[src/dsfr_pkg.sv]
// Package for the DLE-stuffed frame receiver: framing bytes and result type.
// No dependencies.
`timescale 1ns / 1ps

package dsfr_pkg;

  localparam logic [7:0] ESC_BYTE   = 8'hFF;
  localparam logic [7:0] START_BYTE = 8'hF1;
  localparam logic [7:0] END_BYTE   = 8'hF2;

  localparam logic [8:0] COUNT_MAX  = 9'd511;

  typedef struct packed {
    logic       payload_valid;
    logic [7:0] payload_index;
    logic [7:0] payload_byte;
    logic       frame_done;
    logic [7:0] frame_code;
    logic [7:0] frame_length;
    logic [8:0] body_count;
  } dsfr_result_t;

endpackage

[src/dsfr_byte_if.sv]
// Valid/ready channel that carries one received byte per transfer.
// No dependencies.
`timescale 1ns / 1ps

interface dsfr_byte_if;
  logic       valid;
  logic       ready;
  logic [7:0] rx_byte;

  modport source (output valid, output rx_byte, input ready);
  modport sink   (input valid, input rx_byte, output ready);
endinterface

[src/dsfr_result_if.sv]
// Valid/ready channel that carries one receiver result per transfer.
// No dependencies.
`timescale 1ns / 1ps

interface dsfr_result_if;
  logic       valid;
  logic       ready;
  logic       payload_valid;
  logic [7:0] payload_index;
  logic [7:0] payload_byte;
  logic       frame_done;
  logic [7:0] frame_code;
  logic [7:0] frame_length;
  logic [8:0] body_count;

  modport source (
    output valid, output payload_valid, output payload_index, output payload_byte,
    output frame_done, output frame_code, output frame_length, output body_count,
    input ready
  );
  modport sink (
    input valid, input payload_valid, input payload_index, input payload_byte,
    input frame_done, input frame_code, input frame_length, input body_count,
    output ready
  );
endinterface

[src/dle_stuffed_frame_receiver.sv]
// Top level of the DLE-stuffed frame receiver: handshake and result register.
// Depends on dsfr_pkg, dsfr_byte_if, dsfr_result_if and dsfr_frame_fsm.
//
//   channel  dir  modport  content per transfer
//   rx       in   sink     rx_byte, one raw byte from the link
//   res      out  source   payload and frame status for that byte
//
// Each accepted byte yields exactly one result, registered in the next cycle.
// Throughput is one byte per cycle while the sink keeps res.ready high;
// each byte takes a single pass through the framing state machine.
// Synchronous active-high reset clears the phase, count, held code and
// length, and the result valid. rx.ready stays high while the result
// register is empty or is being drained in the same cycle.
`timescale 1ns / 1ps

module dle_stuffed_frame_receiver (
  input  logic          clk,
  input  logic          rst,
  dsfr_byte_if.sink     rx,
  dsfr_result_if.source res
);
  import dsfr_pkg::*;

  dsfr_result_t step_result;
  dsfr_result_t out_reg;
  logic         out_valid;
  logic         rx_transfer;

  // Take a new byte whenever the result register is free or empties now.
  assign rx.ready    = !out_valid || res.ready;
  assign rx_transfer = rx.valid && rx.ready;

  // Advance the framing state only on an accepted byte.
  dsfr_frame_fsm u_fsm (
    .clk     (clk),
    .rst     (rst),
    .step    (rx_transfer),
    .rx_byte (rx.rx_byte),
    .result  (step_result)
  );

  // Result register: load on accept, drop valid once the sink takes it.
  always_ff @(posedge clk) begin
    if (rst) begin
      out_valid <= 1'b0;
    end else if (rx_transfer) begin
      out_valid <= 1'b1;
    end else if (res.ready) begin
      out_valid <= 1'b0;
    end
  end

  // Payload needs no reset; it is qualified by out_valid.
  always_ff @(posedge clk) begin
    if (rx_transfer) begin
      out_reg <= step_result;
    end
  end

  assign res.valid         = out_valid;
  assign res.payload_valid = out_reg.payload_valid;
  assign res.payload_index = out_reg.payload_index;
  assign res.payload_byte  = out_reg.payload_byte;
  assign res.frame_done    = out_reg.frame_done;
  assign res.frame_code    = out_reg.frame_code;
  assign res.frame_length  = out_reg.frame_length;
  assign res.body_count    = out_reg.body_count;

endmodule

[src/dsfr_frame_fsm.sv]
// Framing state machine: phase, body count, held code and length.
// Depends on dsfr_pkg.
`timescale 1ns / 1ps

module dsfr_frame_fsm (
  input  logic                  clk,
  input  logic                  rst,
  input  logic                  step,
  input  logic [7:0]            rx_byte,
  output dsfr_pkg::dsfr_result_t result
);
  import dsfr_pkg::*;

  typedef enum logic [1:0] {
    PH_WAIT_ESC,
    PH_WAIT_START,
    PH_BODY,
    PH_ESCAPED
  } phase_t;

  phase_t     phase, phase_next;
  logic [8:0] count, count_next;
  logic [7:0] code, code_next;
  logic [7:0] length, length_next;

  logic add_byte;
  logic clear_count;
  logic done;
  logic in_payload;

  always_comb begin
    phase_next  = phase;
    add_byte    = 1'b0;
    clear_count = 1'b0;
    done        = 1'b0;
    case (phase)
      PH_WAIT_ESC: begin
        if (rx_byte == ESC_BYTE) phase_next = PH_WAIT_START;
      end
      PH_WAIT_START: begin
        if (rx_byte == START_BYTE) begin
          phase_next  = PH_BODY;
          clear_count = 1'b1;
        end else if (rx_byte != ESC_BYTE) begin
          phase_next = PH_WAIT_ESC;
        end
      end
      PH_BODY: begin
        if (rx_byte == ESC_BYTE) phase_next = PH_ESCAPED;
        else                     add_byte   = 1'b1;
      end
      PH_ESCAPED: begin
        if (rx_byte == ESC_BYTE) begin
          // doubled escape is a literal body byte
          add_byte   = 1'b1;
          phase_next = PH_BODY;
        end else if (rx_byte == END_BYTE) begin
          phase_next = PH_WAIT_ESC;
          done       = 1'b1;
        end else if (rx_byte == START_BYTE) begin
          phase_next  = PH_BODY;
          clear_count = 1'b1;
        end else begin
          phase_next = PH_WAIT_ESC;
        end
      end
      default: phase_next = PH_WAIT_ESC;
    endcase
  end

  always_comb begin
    code_next   = code;
    length_next = length;
    count_next  = count;
    in_payload  = 1'b0;
    if (clear_count) begin
      count_next = '0;
    end else if (add_byte) begin
      if (count == 9'd0)      code_next   = rx_byte;
      else if (count == 9'd1) length_next = rx_byte;
      else in_payload = ({1'b0, count} < ({2'b00, length} + 10'd2));
      if (count < COUNT_MAX) count_next = count + 9'd1;
    end
  end

  always_comb begin
    result.payload_valid = in_payload;
    result.payload_index = in_payload ? (count[7:0] - 8'd2) : 8'd0;
    result.payload_byte  = in_payload ? rx_byte : 8'd0;
    result.frame_done    = done;
    result.frame_code    = code_next;
    result.frame_length  = length_next;
    result.body_count    = count_next;
  end

  always_ff @(posedge clk) begin
    if (rst) begin
      phase  <= PH_WAIT_ESC;
      count  <= '0;
      code   <= '0;
      length <= '0;
    end else if (step) begin
      phase  <= phase_next;
      count  <= count_next;
      code   <= code_next;
      length <= length_next;
    end
  end

endmodule

[src/flat_wrapper.sv]
// flat-port wrapper written by rule: the top's interface ports become plain ports
module dle_stuffed_frame_receiver_flat import dsfr_pkg::*;
  (clk, rst, rx_valid, rx_rx_byte, rx_ready, res_valid, res_payload_valid, res_payload_index, res_payload_byte, res_frame_done, res_frame_code, res_frame_length, res_body_count, res_ready);
  dsfr_byte_if rx_i ();
  dsfr_result_if res_i ();
  input  logic clk;
  input  logic rst;
  input wire logic [$bits(rx_i.valid)-1:0] rx_valid;
  input wire logic [$bits(rx_i.rx_byte)-1:0] rx_rx_byte;
  output wire logic [$bits(rx_i.ready)-1:0] rx_ready;
  output wire logic [$bits(res_i.valid)-1:0] res_valid;
  output wire logic [$bits(res_i.payload_valid)-1:0] res_payload_valid;
  output wire logic [$bits(res_i.payload_index)-1:0] res_payload_index;
  output wire logic [$bits(res_i.payload_byte)-1:0] res_payload_byte;
  output wire logic [$bits(res_i.frame_done)-1:0] res_frame_done;
  output wire logic [$bits(res_i.frame_code)-1:0] res_frame_code;
  output wire logic [$bits(res_i.frame_length)-1:0] res_frame_length;
  output wire logic [$bits(res_i.body_count)-1:0] res_body_count;
  input wire logic [$bits(res_i.ready)-1:0] res_ready;
  assign rx_i.valid = rx_valid;
  assign rx_i.rx_byte = rx_rx_byte;
  assign rx_ready = rx_i.ready;
  assign res_valid = res_i.valid;
  assign res_payload_valid = res_i.payload_valid;
  assign res_payload_index = res_i.payload_index;
  assign res_payload_byte = res_i.payload_byte;
  assign res_frame_done = res_i.frame_done;
  assign res_frame_code = res_i.frame_code;
  assign res_frame_length = res_i.frame_length;
  assign res_body_count = res_i.body_count;
  assign res_i.ready = res_ready;
  dle_stuffed_frame_receiver u_core (.clk(clk), .rst(rst), .rx(rx_i), .res(res_i));
endmodule
[config.mk]
export PLATFORM = sky130hd
export DESIGN_NAME = dle_stuffed_frame_receiver_flat
export DESIGN_NICKNAME = d
export VERILOG_FILES = /design/src/dsfr_pkg.sv /design/src/dsfr_byte_if.sv /design/src/dsfr_result_if.sv /design/src/dle_stuffed_frame_receiver.sv /design/src/dsfr_frame_fsm.sv /design/src/flat_wrapper.sv
export SDC_FILE = /design/constraint.sdc
export NUM_CORES = 1
export LEC_CHECK = 0
export BUFFER_PORTS_ARGS = -buffer_cell sky130_fd_sc_hd__buf_2
export CORE_MARGIN = 3
export CORE_UTILIZATION = 55
export CTS_CLUSTER_SIZE = 10
export DETAILED_ROUTE_END_ITERATION = 7
export GPL_TIMING_DRIVEN = 1
export PLACE_DENSITY = 0.78
export REMOVE_ABC_BUFFERS = 1
export SLEW_MARGIN = 0
export SYNTH_ARGS = -nofsm -noshare
export SYNTH_HDL_FRONTEND = slang
export SYNTH_SLANG_ARGS = --single-unit
[constraint.sdc]
create_clock -name clk -period 3.2 [get_ports clk]
set_input_delay 0.16 -clock clk [delete_from_list [all_inputs] [get_ports clk]]
set_output_delay 0.16 -clock clk [all_outputs]
set_load 0.01 [all_outputs]
==> out/qor.yml, run 1 <==
rsz0062_at_grt: "no"
hp-start: "rx_valid"
grt_pass1_wl_mm: 12.9
peakVddDrop_v: 0.000322
r2r_start: "u_core.u_fsm.length[3]$_SDFFE_PP0P_"
drive_above_1_share_pct: 26.6
cts_root_buffer: "clkbuf_8"
r2r-end: "u_core.res.payload_index[1]$_SDFFCE_PN0P_"
syn_avg_cell_area_um2: 10.8
cts_resized: 0
status: "complete, no violations"
cp-end-kind: "flop"
finalCritPeriodShare_pct: 75.0
cpPeakStageDelay_ns: 0.40
synthCells: 338
cp.depth: 10
fp.dieH_um: 87.4
grt_max_degree: 40
postLayoutCoreUtil_pct: 65.7
synth_fa_ha_area_share_pct: 4.80
portBuffers: 56
synthArstFlopShare_pct: 0
maxSlewViolCount: 0
crit_chain: "and3_1, nand3_1, or2_2, ha_1, nand4_1, nor2_1, nor2_1, o311ai_2, buf_4, nor3_1"
ff2ff_setup_slack_ns: 0.80
dpl.hpwl_mm: 5.54
fmax_mhz: 416
clock_sinks: 71
drv_cap: 0
cts_tree: "done"
grt_pass1_vias: 2605
ys_types: 46
holdPathEnd: "u_core.res.valid$_SDFFE_PP0P_"
synth_top_family_by_area: "simple AND/OR/NAND/NOR gates"
vias_per_cell: 5.84
rows: 29
antenna_left: 0
cp.arrival_ns: 2.57
power_density_nw_per_um2: 431
drt_pre_antenna_iters: 4
worst_pin_slew_ns: 0.792
synth-compound-area-share_pct: 8.92
synth_seq_area_share_pct: 50.8
synth_enable_flop_cells: 43
finalCriticalPeriod_ns: 2.40
n_antenna_cell: 0
dieArea_um2: 7640
start_util_pct: 57.1
grt_usage_pct: 22.0
synthSimpleGateAreaFrac_pct: 19.5
cp_slowest_cell: "dfxtp_1"
core_area_um2: 6390
antenna_found_initial: 0
place.gp.congestion: 0.902
cts-buffers-inserted: 9
worstSetupPathType: "flop to flop"
setup_tns_ns: 0
clk_pin_slew_ns: 0.08
yosys_warnings: 0
area_delta_synth_final_pct: 15.1
hold_class: "primary input to flop"
hold_viol_final: 0
cts_max_path_buffers: 2
whs_path_depth: 3
layout_common_cells: "56 x buf_2, 43 x edfxtp_1, 31 x nor2_1"
die_x_um: 87.4
hold_ws_ns: 0.0592
globalRouteOverflowTotal: 0
synth_xor_area_share_pct: 3.12
cts_setup_buffers: 0
cts_hold_buf: 0
vias: 2780
final.setup.worst_slack_ns: 0.799
synth_mux_area_share_pct: 9.33
layout_commonest_cell: "buf_2"
synth_area_um2: 3650
setup_viol: 0
synth_ff_type: "edfxtp_1"
clk_latency_ns: 0.35
htreeDepth: 3
io_pins: 57
drc: 0
wl_per_cell_um: 16.4
worst_setup_path_start_kind: "flop"
drtIter0Drc: 190
fillers: 513
nets: 420
crit_fanout: 17
max_slew_margin_pct: 46.4
p_leak_uw: 0.00182
crit_required_ns: 3.37
dpl_worst_slack_ns: 0.796
routed_wirelength_mm: 7.81
ys_seq_elements: 71
critPathTopFamily: "simple AND/OR/NAND/NOR gates"
cp_common_cell: "nor2_1"
cp.buffers_inverters: 1
reg2regPathDepth: 10
fin_skew_ns: 0.0129
-- Yosys cell counts, drive strengths merged (13+ instances only) --
master | number | share of area, %
mux2i | 16 | 4.4
nor3 | 22 | 3.3
ha | 14 | 4.8
inv | 15 | 1.5
nor2 | 31 | 3.2
mux2 | 16 | 4.9
edfxtp | 43 | 35
clkbuf | 13 | 1.3
a21oi | 17 | 2.4
nand3 | 13 | 2.1
nand2 | 18 | 1.9
dfxtp | 28 | 15
-- registers in the layout (all words and copies together), names as in the netlist --
register                  flops
u_core.res.body_count         9
u_core.u_fsm.count            9
u_core.res.frame_code         8
u_core.res.frame_length       8
u_core.res.payload_byte       8
u_core.res.payload_index      8
u_core.u_fsm.code             8
u_core.u_fsm.length           8
u_core.u_fsm.phase            2
u_core.res.frame_done         1
u_core.res.payload_valid      1
u_core.res.valid              1
-- layer usage --
layer	vias up	GRT usage [%]	share of wire (%)
li1	1349	-	-
met1	1327	30.5	46
met2	94	33.8	47
met3	10	4.45	5.8
met4	0	8.09	1.6
met5	-	0	0
-- worst register-to-register path: stages, from the launching register on --
cell      delay [ns]
dfxtp_1         0.40
and3_1          0.21
nand3_1         0.12
or2_2           0.33
ha_1            0.31
nand4_1         0.14
nor2_1          0.07
nor2_1          0.12
o311ai_2        0.11
buf_4           0.21
nor3_1          0.20
-- through the flow --
stage	power (uW)	instances	cell area, um2
floorplan	1060	321	3570
global placement	1110	460	4000
detailed placement	1110	460	4000
CTS	1820	476	4200
global route	1860	476	4200
finish	1810	476	4200
-- logic make-up after synthesis --
| kind of cell | count (synthesis) |
|---|---|
| muxes | 32 |
| and+or+nand+nor | 130 |
| buffers and inverters | 32 |
| DFF | 71 |
| xor gates and xnor gates | 13 |
| AOI/OAI and AO/OA | 46 |
| adders and majority gates | 14 |
-- how the worst max path moves through the flow --
stage	start	endpoint	slack [ns]
6_report	u_core.u_fsm.length[3]$_SDFFE_PP0P_	u_core.res.payload_index[1]$_SDFFCE_PN0P_	0.80
3_3_place_gp	u_core.u_fsm.length[1]$_SDFFE_PP0P_	u_core.res.payload_index[0]$_SDFFCE_PN0P_	0.89
3_5_place_dp	u_core.u_fsm.length[1]$_SDFFE_PP0P_	u_core.res.payload_index[1]$_SDFFCE_PN0P_	0.80
2_1_floorplan	u_core.u_fsm.length[1]$_SDFFE_PP0P_	u_core.res.payload_index[3]$_SDFFCE_PN0P_	0.29
4_1_cts	u_core.u_fsm.length[1]$_SDFFE_PP0P_	u_core.res.payload_index[1]$_SDFFCE_PN0P_	0.78
5_1_grt	u_core.u_fsm.length[1]$_SDFFE_PP0P_	u_core.res.payload_byte[2]$_SDFFCE_PN0P_	0.54
-- layout make-up --
| class | instances | area, um2 | area share [%] |
|---|---|---|---|
| multi-input combinational | 235 | 1670 | 39.8 |
| clock buffer | 10 | 128 | 3.04 |
| sequential | 71 | 1850 | 44.1 |
| clock inverter | 6 | 68.8 | 1.64 |
| timing repair buffer | 62 | 325 | 7.75 |
| inverter | 15 | 56.3 | 1.34 |
| tap | 77 | 96.3 | 2.30 |
-- power by group --
part	switching, uW	leakage, uW	internal [uW]
Combinational	68.0	0.00107	27.7
Clock	354	0.0000851	362
Sequential	5.52	0.000661	991
(Power assumes the default switching activity.)
==> run 2: changes to the inputs <==
- clock period: 3.2 -> 2.3 ns (I/O delays scaled with it)
==> run 2 against run 1 <==
  * The flow now finishes with violations (negative setup slack)
  * Setup slack lost 0.81 ns
  * Cell area grew 6.7%
  * Flip-flop and latch count is the same
  * Clock power grew 28%
  * Power grew 35%
  * Sequential power grew 38%
  * Utilization grew 4.4 points
  * Critical path depth shrank 1
  * Maximum frequency grew 3.7%
  * Register-to-register slack lost 0.81 ns
  * Critical endpoint is now u_core.res.payload_index[3]$_SDFFCE_PN0P_
  * Largest power group unchanged
  * Highest routed layer unchanged
==> out/qor.yml, run 2 (synthesis gave the netlist of run 1 again) <==
htreeDepth: 3  # unchanged
drive_above_1_share_pct: 34.5  # was 26.6%
p_sw_share_pct: 24.6  # was 23.6%
hold_class: "primary input to flop"  # unchanged
setup_viol: 7  # was 0
cts_hold_buf: 0  # unchanged
nets: 438  # was 420
cts_root_buffer: "clkbuf_8"  # unchanged
final_cells: 494  # was 476
start_util_pct: 57.1  # unchanged
wl_per_cell_um: 16.7  # was 16.4 um
cts_tree: "done"  # unchanged
cp-end-kind: "flop"  # unchanged
grt_pass1_wl_mm: 12.9  # about the same
comb_power_share_pct: 5.8  # was 5.3%
rows: 29  # unchanged
hp-start: "rx_valid"  # unchanged
critPathTopFamily: "simple AND/OR/NAND/NOR gates"  # unchanged
vias_per_cell: 5.86  # was 5.84
dieArea_um2: 7640  # unchanged
grt_pass1_vias: 2626  # was 2605
crit_chain: "ha_4, and3_4, nand3_2, xor2_1, ha_1, nand4_1, o311ai_4, clkbuf_16, nor3_2"  # was and3_1, nand3_1, or2_2, ha_1, nand4_1, nor2_1, nor2_1, o311ai_2, buf_4, nor3_1
cp-startpoint: "u_core.u_fsm.length[1]$_SDFFE_PP0P_"  # was u_core.u_fsm.length[3]$_SDFFE_PP0P_
place.gp.congestion: 0.894  # was 0.902
cpPeakStageDelay_ns: 0.38  # was 0.40 ns
finalCriticalPeriod_ns: 2.32  # was 2.40 ns
area_delta_synth_final_pct: 22.9  # was 15.1%
fillers: 469  # was 513
worst_setup_path_start_kind: "flop"  # unchanged
cp_slowest_cell: "dfxtp_4"  # was dfxtp_1
final.setup.worst_slack_ns: -0.0161  # was 0.799 ns
cts_max_path_buffers: 2  # unchanged
met2_length_mm: 4.04  # was 3.68 mm
cts_setup_buffers: 0  # unchanged
violations: "negative setup slack"
worstSetupPathType: "flop to flop"  # unchanged
crit_required_ns: 2.41  # was 3.37 ns
p_leak_uw: 0.00192  # was 0.00182 uW
met1Wirelength_mm: 3.53  # was 3.56 mm
fp.dieH_um: 87.4  # unchanged
layout.area.seq_um2: 1860  # was 1850 um2
hold_viol_final: 0  # unchanged
layout_common_cells: "56 x buf_2, 43 x edfxtp_1, 29 x nor2_1"  # was 56 x buf_2, 43 x edfxtp_1, 31 x nor2_1
drv_cap: 0  # unchanged
finalCritPeriodShare_pct: 101  # was 75.0%
drc: 0  # unchanged
maxSlewViolCount: 0  # unchanged
max_slew_margin_pct: 47.0  # was 46.4%
grt_usage_pct: 22.1  # was 22.0%
switchingPower_uw: 602  # was 427 uW
io_pins: 57  # unchanged
clock_sinks: 71  # unchanged
cp.arrival_ns: 2.43  # was 2.57 ns
n_antenna_cell: 0  # unchanged
portBuffers: 56  # unchanged
antenna_left: 0  # unchanged
layout_commonest_cell: "buf_2"  # unchanged
crit_fanout: 8  # was 17
p_seq_share_pct: 56.6  # was 55.1%
rsz0062_at_grt: "yes"  # was no
clkPwrFrac_pct: 37.6  # was 39.6%
power_density_nw_per_um2: 545  # was 431 nW/um2
die_x_um: 87.4  # unchanged
worst_pin_slew_ns: 0.792  # about the same
fin_skew_ns: 0.0103  # was 0.0129 ns
dpl.hpwl_mm: 5.71  # was 5.54 mm
top_layer_used: "met4"  # unchanged
p_int_uw: 1840  # was 1380 uW
cp.buffers_inverters: 1  # unchanged
core_area_um2: 6390  # unchanged
dp.cells: 477  # was 460
grt_max_degree: 23  # was 40
drt_pre_antenna_iters: 4  # unchanged
power_uw: 2440  # was 1810 uW
status: "finished with violations"  # was complete, no violations
drtIter0Drc: 222  # was 190
fmax_mhz: 432  # was 416 MHz
wl_met3_um: 486  # was 455 um
multiInputGateArea_um2: 1800  # was 1670 um2
antenna_found_initial: 0  # unchanged
globalRouteOverflowTotal: 0  # unchanged
vias: 2894  # was 2780
clk_pin_slew_ns: 0.08  # about the same
cts-buffers-inserted: 9  # unchanged
r2r_start: "u_core.u_fsm.length[1]$_SDFFE_PP0P_"  # was u_core.u_fsm.length[3]$_SDFFE_PP0P_
clk_latency_ns: 0.36  # was 0.35 ns
routed_wirelength_mm: 8.25  # was 7.81 mm
peakVddDrop_v: 0.000527  # was 0.000322 V
## run 2: final timing paths
check | to | slack, ns | cells after the start
worst max-delay path | u_core.res.payload_index[3]$_SDFFCE_PN0P_ | -0.02 | 9
worst min-delay path | u_core.res.valid$_SDFFE_PP0P_ | 0.02 | 3
worst max register to register | u_core.res.payload_index[3]$_SDFFCE_PN0P_ | -0.02 | 9
worst min register to register | u_core.u_fsm.code[6]$_SDFFE_PP0P_ | 0.51 | 2
## run 2: layout make-up
type | instances | area share, %
Sequential cell | 71 | 41.5
Tap cell | 77 | 2.15
Clock buffer | 10 | 3.07
Timing Repair Buffer | 80 | 10.9
Inverter | 15 | 1.26
Multi-Input combinational cell | 235 | 40.1
Clock inverter | 6 | 0.977
## run 2: power by group through the flow
| stage | Sequential [uW] | Clock, uW | Combinational (uW) |
|---|---|---|---|
| global placement | 1410 | 0 | 138 |
| detailed placement | 1420 | 0 | 141 |
| finish | 1380 | 918 | 142 |
| global route | 1390 | 989 | 155 |
| floorplan | 1440 | 0 | 34.5 |
| CTS | 1390 | 930 | 142 |
## run 2: through the flow
step,utilization [%],TNS [ns],setup slack (ns),instance area [um2],hold WS [ns]
after CTS,67.8,0,0.0287,4330,0.00907
after global placement,64.9,0,0.0591,4140,0.378
final,70.2,-0.0719,-0.0161,4480,0.0184
after global routing,70.2,-1.53,-0.114,4480,0.0235
after floorplan,-,-9.83,-0.611,3570,0.184
after detailed placement,64.9,-0.298,-0.0887,4140,0.380
## run 2: what timing repair did
| action | CTS | global route |
|---|---|---|
| gates cloned | 0 | 1 |
| endpoints found under the setup margin | 17 | 17 |
| gates resized for setup | 4 | 24 |
| pin swaps | 1 | 4 |
## run 2: metal layers
layer,GRT usage (%),vias to the layer above
met4,8.93,0
met2,34.2,90
li1,-,1397
met5,0,-
met1,29.5,1391
met3,5.87,16
## run 2: worst reg2reg max path, cell delays in order, from the launching register on
cell and delay, ns:
dfxtp_4 0.38, ha_4 0.14, and3_4 0.20, nand3_2 0.08, xor2_1 0.15, ha_1 0.29, nand4_1 0.17, o311ai_4 0.37
clkbuf_16 0.25, nor3_2 0.05
==> run 3: changes to the inputs <==
- CELL_PAD_IN_SITES_DETAIL_PLACEMENT: not set -> 1
- CELL_PAD_IN_SITES_GLOBAL_PLACEMENT: not set -> 1
- CORE_UTILIZATION: 55 -> 44
- PLACE_DENSITY: 0.78 -> not set
- PLACE_DENSITY_LB_ADDON: not set -> 0.1
==> run 3 against run 2 <==
  * The run still ends with negative setup slack left
  * Non-clock buffer count is 5 higher
  * Register-to-register slack worse by 0.08 ns
  * Critical path depth stayed put
  * Sequential power hardly changed
  * Cell area is 3.2% higher
  * Setup slack worse by 0.082 ns
  * Flip-flop and latch count stayed put
  * Via count is 3.3% higher
  * Sequential share of layout area is 1.2 points lower
  * Final cell count is 6.1% higher
  * Die area is 23% higher
  * Clock skew is 0.0014 ns higher
  * Largest cell class unchanged
==> out/qor.yml, run 3 (synthesis gave the netlist of run 1 again) <==
setup_tns_ns: -1.23  # was -0.0719 ns
hold_class: "primary input to flop"  # unchanged
globalRouteOverflowTotal: 0  # unchanged
hold_ws_ns: 0.0226  # was 0.0184 ns
worst_setup_path_start_kind: "flop"  # unchanged
grt_max_degree: 23  # unchanged
hold_viol_final: 0  # unchanged
cpPeakStageDelay_ns: 0.43  # was 0.38 ns
crit_chain: "ha_4, and3_4, nand3_2, xor2_1, ha_1, nand4_1, o311ai_4, clkbuf_16, nor3_4"  # was ha_4, and3_4, nand3_2, xor2_1, ha_1, nand4_1, o311ai_4, clkbuf_16, nor3_2
cts_root_buffer: "clkbuf_8"  # unchanged
cp_slowest_cell: "o311ai_4"  # was dfxtp_4
cp-end-kind: "flop"  # unchanged
violations: "negative setup slack"  # unchanged
dpl_worst_slack_ns: -0.0984  # was -0.0887 ns
rsz0062_at_grt: "yes"  # unchanged
antenna_left: 0  # unchanged
worstSetupPathType: "flop to flop"  # unchanged
rows: 32  # was 29
clk_pin_slew_ns: 0.08  # about the same
finalCriticalPeriod_ns: 2.40  # was 2.32 ns
status: "finished with violations"  # unchanged
drtIter0Drc: 121  # was 222
cts_max_path_buffers: 2  # unchanged
io_pins: 57  # unchanged
grt_usage_pct: 21.3  # was 22.1%
vias_per_cell: 5.71  # was 5.86
grt_pass1_wl_mm: 15.7  # was 12.9 mm
crit_required_ns: 2.41  # about the same
critPathTopFamily: "simple AND/OR/NAND/NOR gates"  # unchanged
worst_pin_slew_ns: 0.853  # was 0.792 ns
wl_per_cell_um: 19.8  # was 16.7 um
fin_skew_ns: 0.0117  # was 0.0103 ns
drv_cap: 0  # unchanged
cts_hold_buf: 0  # unchanged
final.setup.worst_slack_ns: -0.0982  # was -0.0161 ns
maxSlewViolCount: 0  # unchanged
drc: 0  # unchanged
clk_latency_ns: 0.36  # about the same
setup_viol: 17  # was 7
dieArea_um2: 9410  # was 7640 um2
vias: 2990  # was 2894
fp.dieH_um: 97.0  # was 87.4 um
postLayoutCoreUtil_pct: 58.6  # was 70.2%
routed_wirelength_mm: 10.4  # was 8.25 mm
htreeDepth: 3  # unchanged
area_delta_synth_final_pct: 26.9  # was 22.9%
grt_pass1_vias: 2971  # was 2626
dpl.hpwl_mm: 7.07  # was 5.71 mm
layout_commonest_cell: "buf_2"  # unchanged
cts_tree: "done"  # unchanged
core_area_um2: 7890  # was 6390 um2
nets: 443  # was 438
cts-buffers-inserted: 9  # unchanged
portBuffers: 56  # unchanged
power_uw: 2500  # was 2440 uW
power_density_nw_per_um2: 540  # was 545 nW/um2
max_slew_margin_pct: 42.9  # was 47.0%
die_x_um: 97.0  # was 87.4 um
layout_common_cells: "56 x buf_2, 43 x edfxtp_1, 28 x nor2_1"  # was 56 x buf_2, 43 x edfxtp_1, 29 x nor2_1
peakVddDrop_v: 0.000307  # was 0.000527 V
finalCritPeriodShare_pct: 104  # was 101%
start_util_pct: 46.2  # was 57.1%
cp.arrival_ns: 2.51  # was 2.43 ns
place.gp.congestion: 0.845  # was 0.894
clock_sinks: 71  # unchanged
drt_pre_antenna_iters: 4  # unchanged
fmax_mhz: 417  # was 432 MHz
p_leak_uw: 0.00197  # was 0.00192 uW
drive_above_1_share_pct: 37.7  # was 34.5%
n_antenna_cell: 0  # unchanged
antenna_found_initial: 0  # unchanged
crit_fanout: 5  # was 8
cp.buffers_inverters: 1  # unchanged
-- run 3: cell count changes in the layout (fill, tap and decap cells not counted), moves of 2 or more --
cell | before | now
buf_4 | 22 | 25
nor3_2 | 8 | 10
dfxtp_2 | 0 | 2
nor3_1 | 11 | 5
inv_6 | 1 | 3
nor3_4 | 3 | 7
buf_6 | 0 | 2
dfxtp_1 | 26 | 24
clkinvlp_4 | 4 | 2
-- run 3: area by class of cell --
type,instances,area [um2]
clock inverters,7,61.3
clock buffers,9,124
multi-input cells,235,1860
inverters,15,56.3
fillers,879,3260
flip-flops and latches,71,1860
well taps,102,128
repair buffers,85,536
-- run 3: layer usage --
| layer | vias to the layer above | GRT usage (%) | share of wire, % |
|---|---|---|---|
| li1 | 1409 | - | - |
| met1 | 1491 | 29.1 | 45 |
| met2 | 79 | 33.1 | 49 |
| met3 | 11 | 4.69 | 5.0 |
| met4 | 0 | 7.67 | 1.1 |
| met5 | - | 0 | 0 |
-- run 3: path summary, 6_finish.rpt --
| check | from | to | slack [ns] | cells past startpoint |
|---|---|---|---|---|
| hold reg to reg | u_core.u_fsm.code[7]$_SDFFE_PP0P_ | u_core.u_fsm.code[7]$_SDFFE_PP0P_ | 0.52 | 2 |
| hold / removal | rx_valid | u_core.res.valid$_SDFFE_PP0P_ | 0.02 | 3 |
| setup reg to reg | u_core.u_fsm.length[1]$_SDFFE_PP0P_ | u_core.res.payload_index[4]$_SDFFCE_PN0P_ | -0.1 | 9 |
| setup / recovery | u_core.u_fsm.length[1]$_SDFFE_PP0P_ | u_core.res.payload_index[4]$_SDFFCE_PN0P_ | -0.1 | 9 |
-- run 3: power breakdown --
group | total [uW] | internal (uW) | switching [uW]
clock | 962 | 412 | 550
sequential | 1380 | 1380 | 8.70
combinational | 152 | 47.1 | 104
-- run 3: worst reg2reg max path, cell delays in order (launching register included) --
cell and delay, ns:
dfxtp_4 0.38, ha_4 0.13, and3_4 0.18, nand3_2 0.06, xor2_1 0.15, ha_1 0.30
nand4_1 0.21, o311ai_4 0.44, clkbuf_16 0.25, nor3_4 0.05
-- run 3: per-stage QoR --
stage / cells / area, um2
2_1_floorplan: 321 / 3570
3_3_place_gp: 505 / 4210
3_5_place_dp: 505 / 4210
4_1_cts: 521 / 4430
5_1_grt: 524 / 4630
6_report: 524 / 4630
-- run 3: timing repair --
| item | 4_1_cts | 5_1_grt |
|---|---|---|
| gates cloned | 0 | 2 |
| endpoints found under the setup margin | 17 | 17 |
| gates resized for setup | 12 | 31 |
| setup buffers | 0 | 1 |
| hold endpoints to repair | 0 | 0 |
| pin swaps | 1 | 16 |
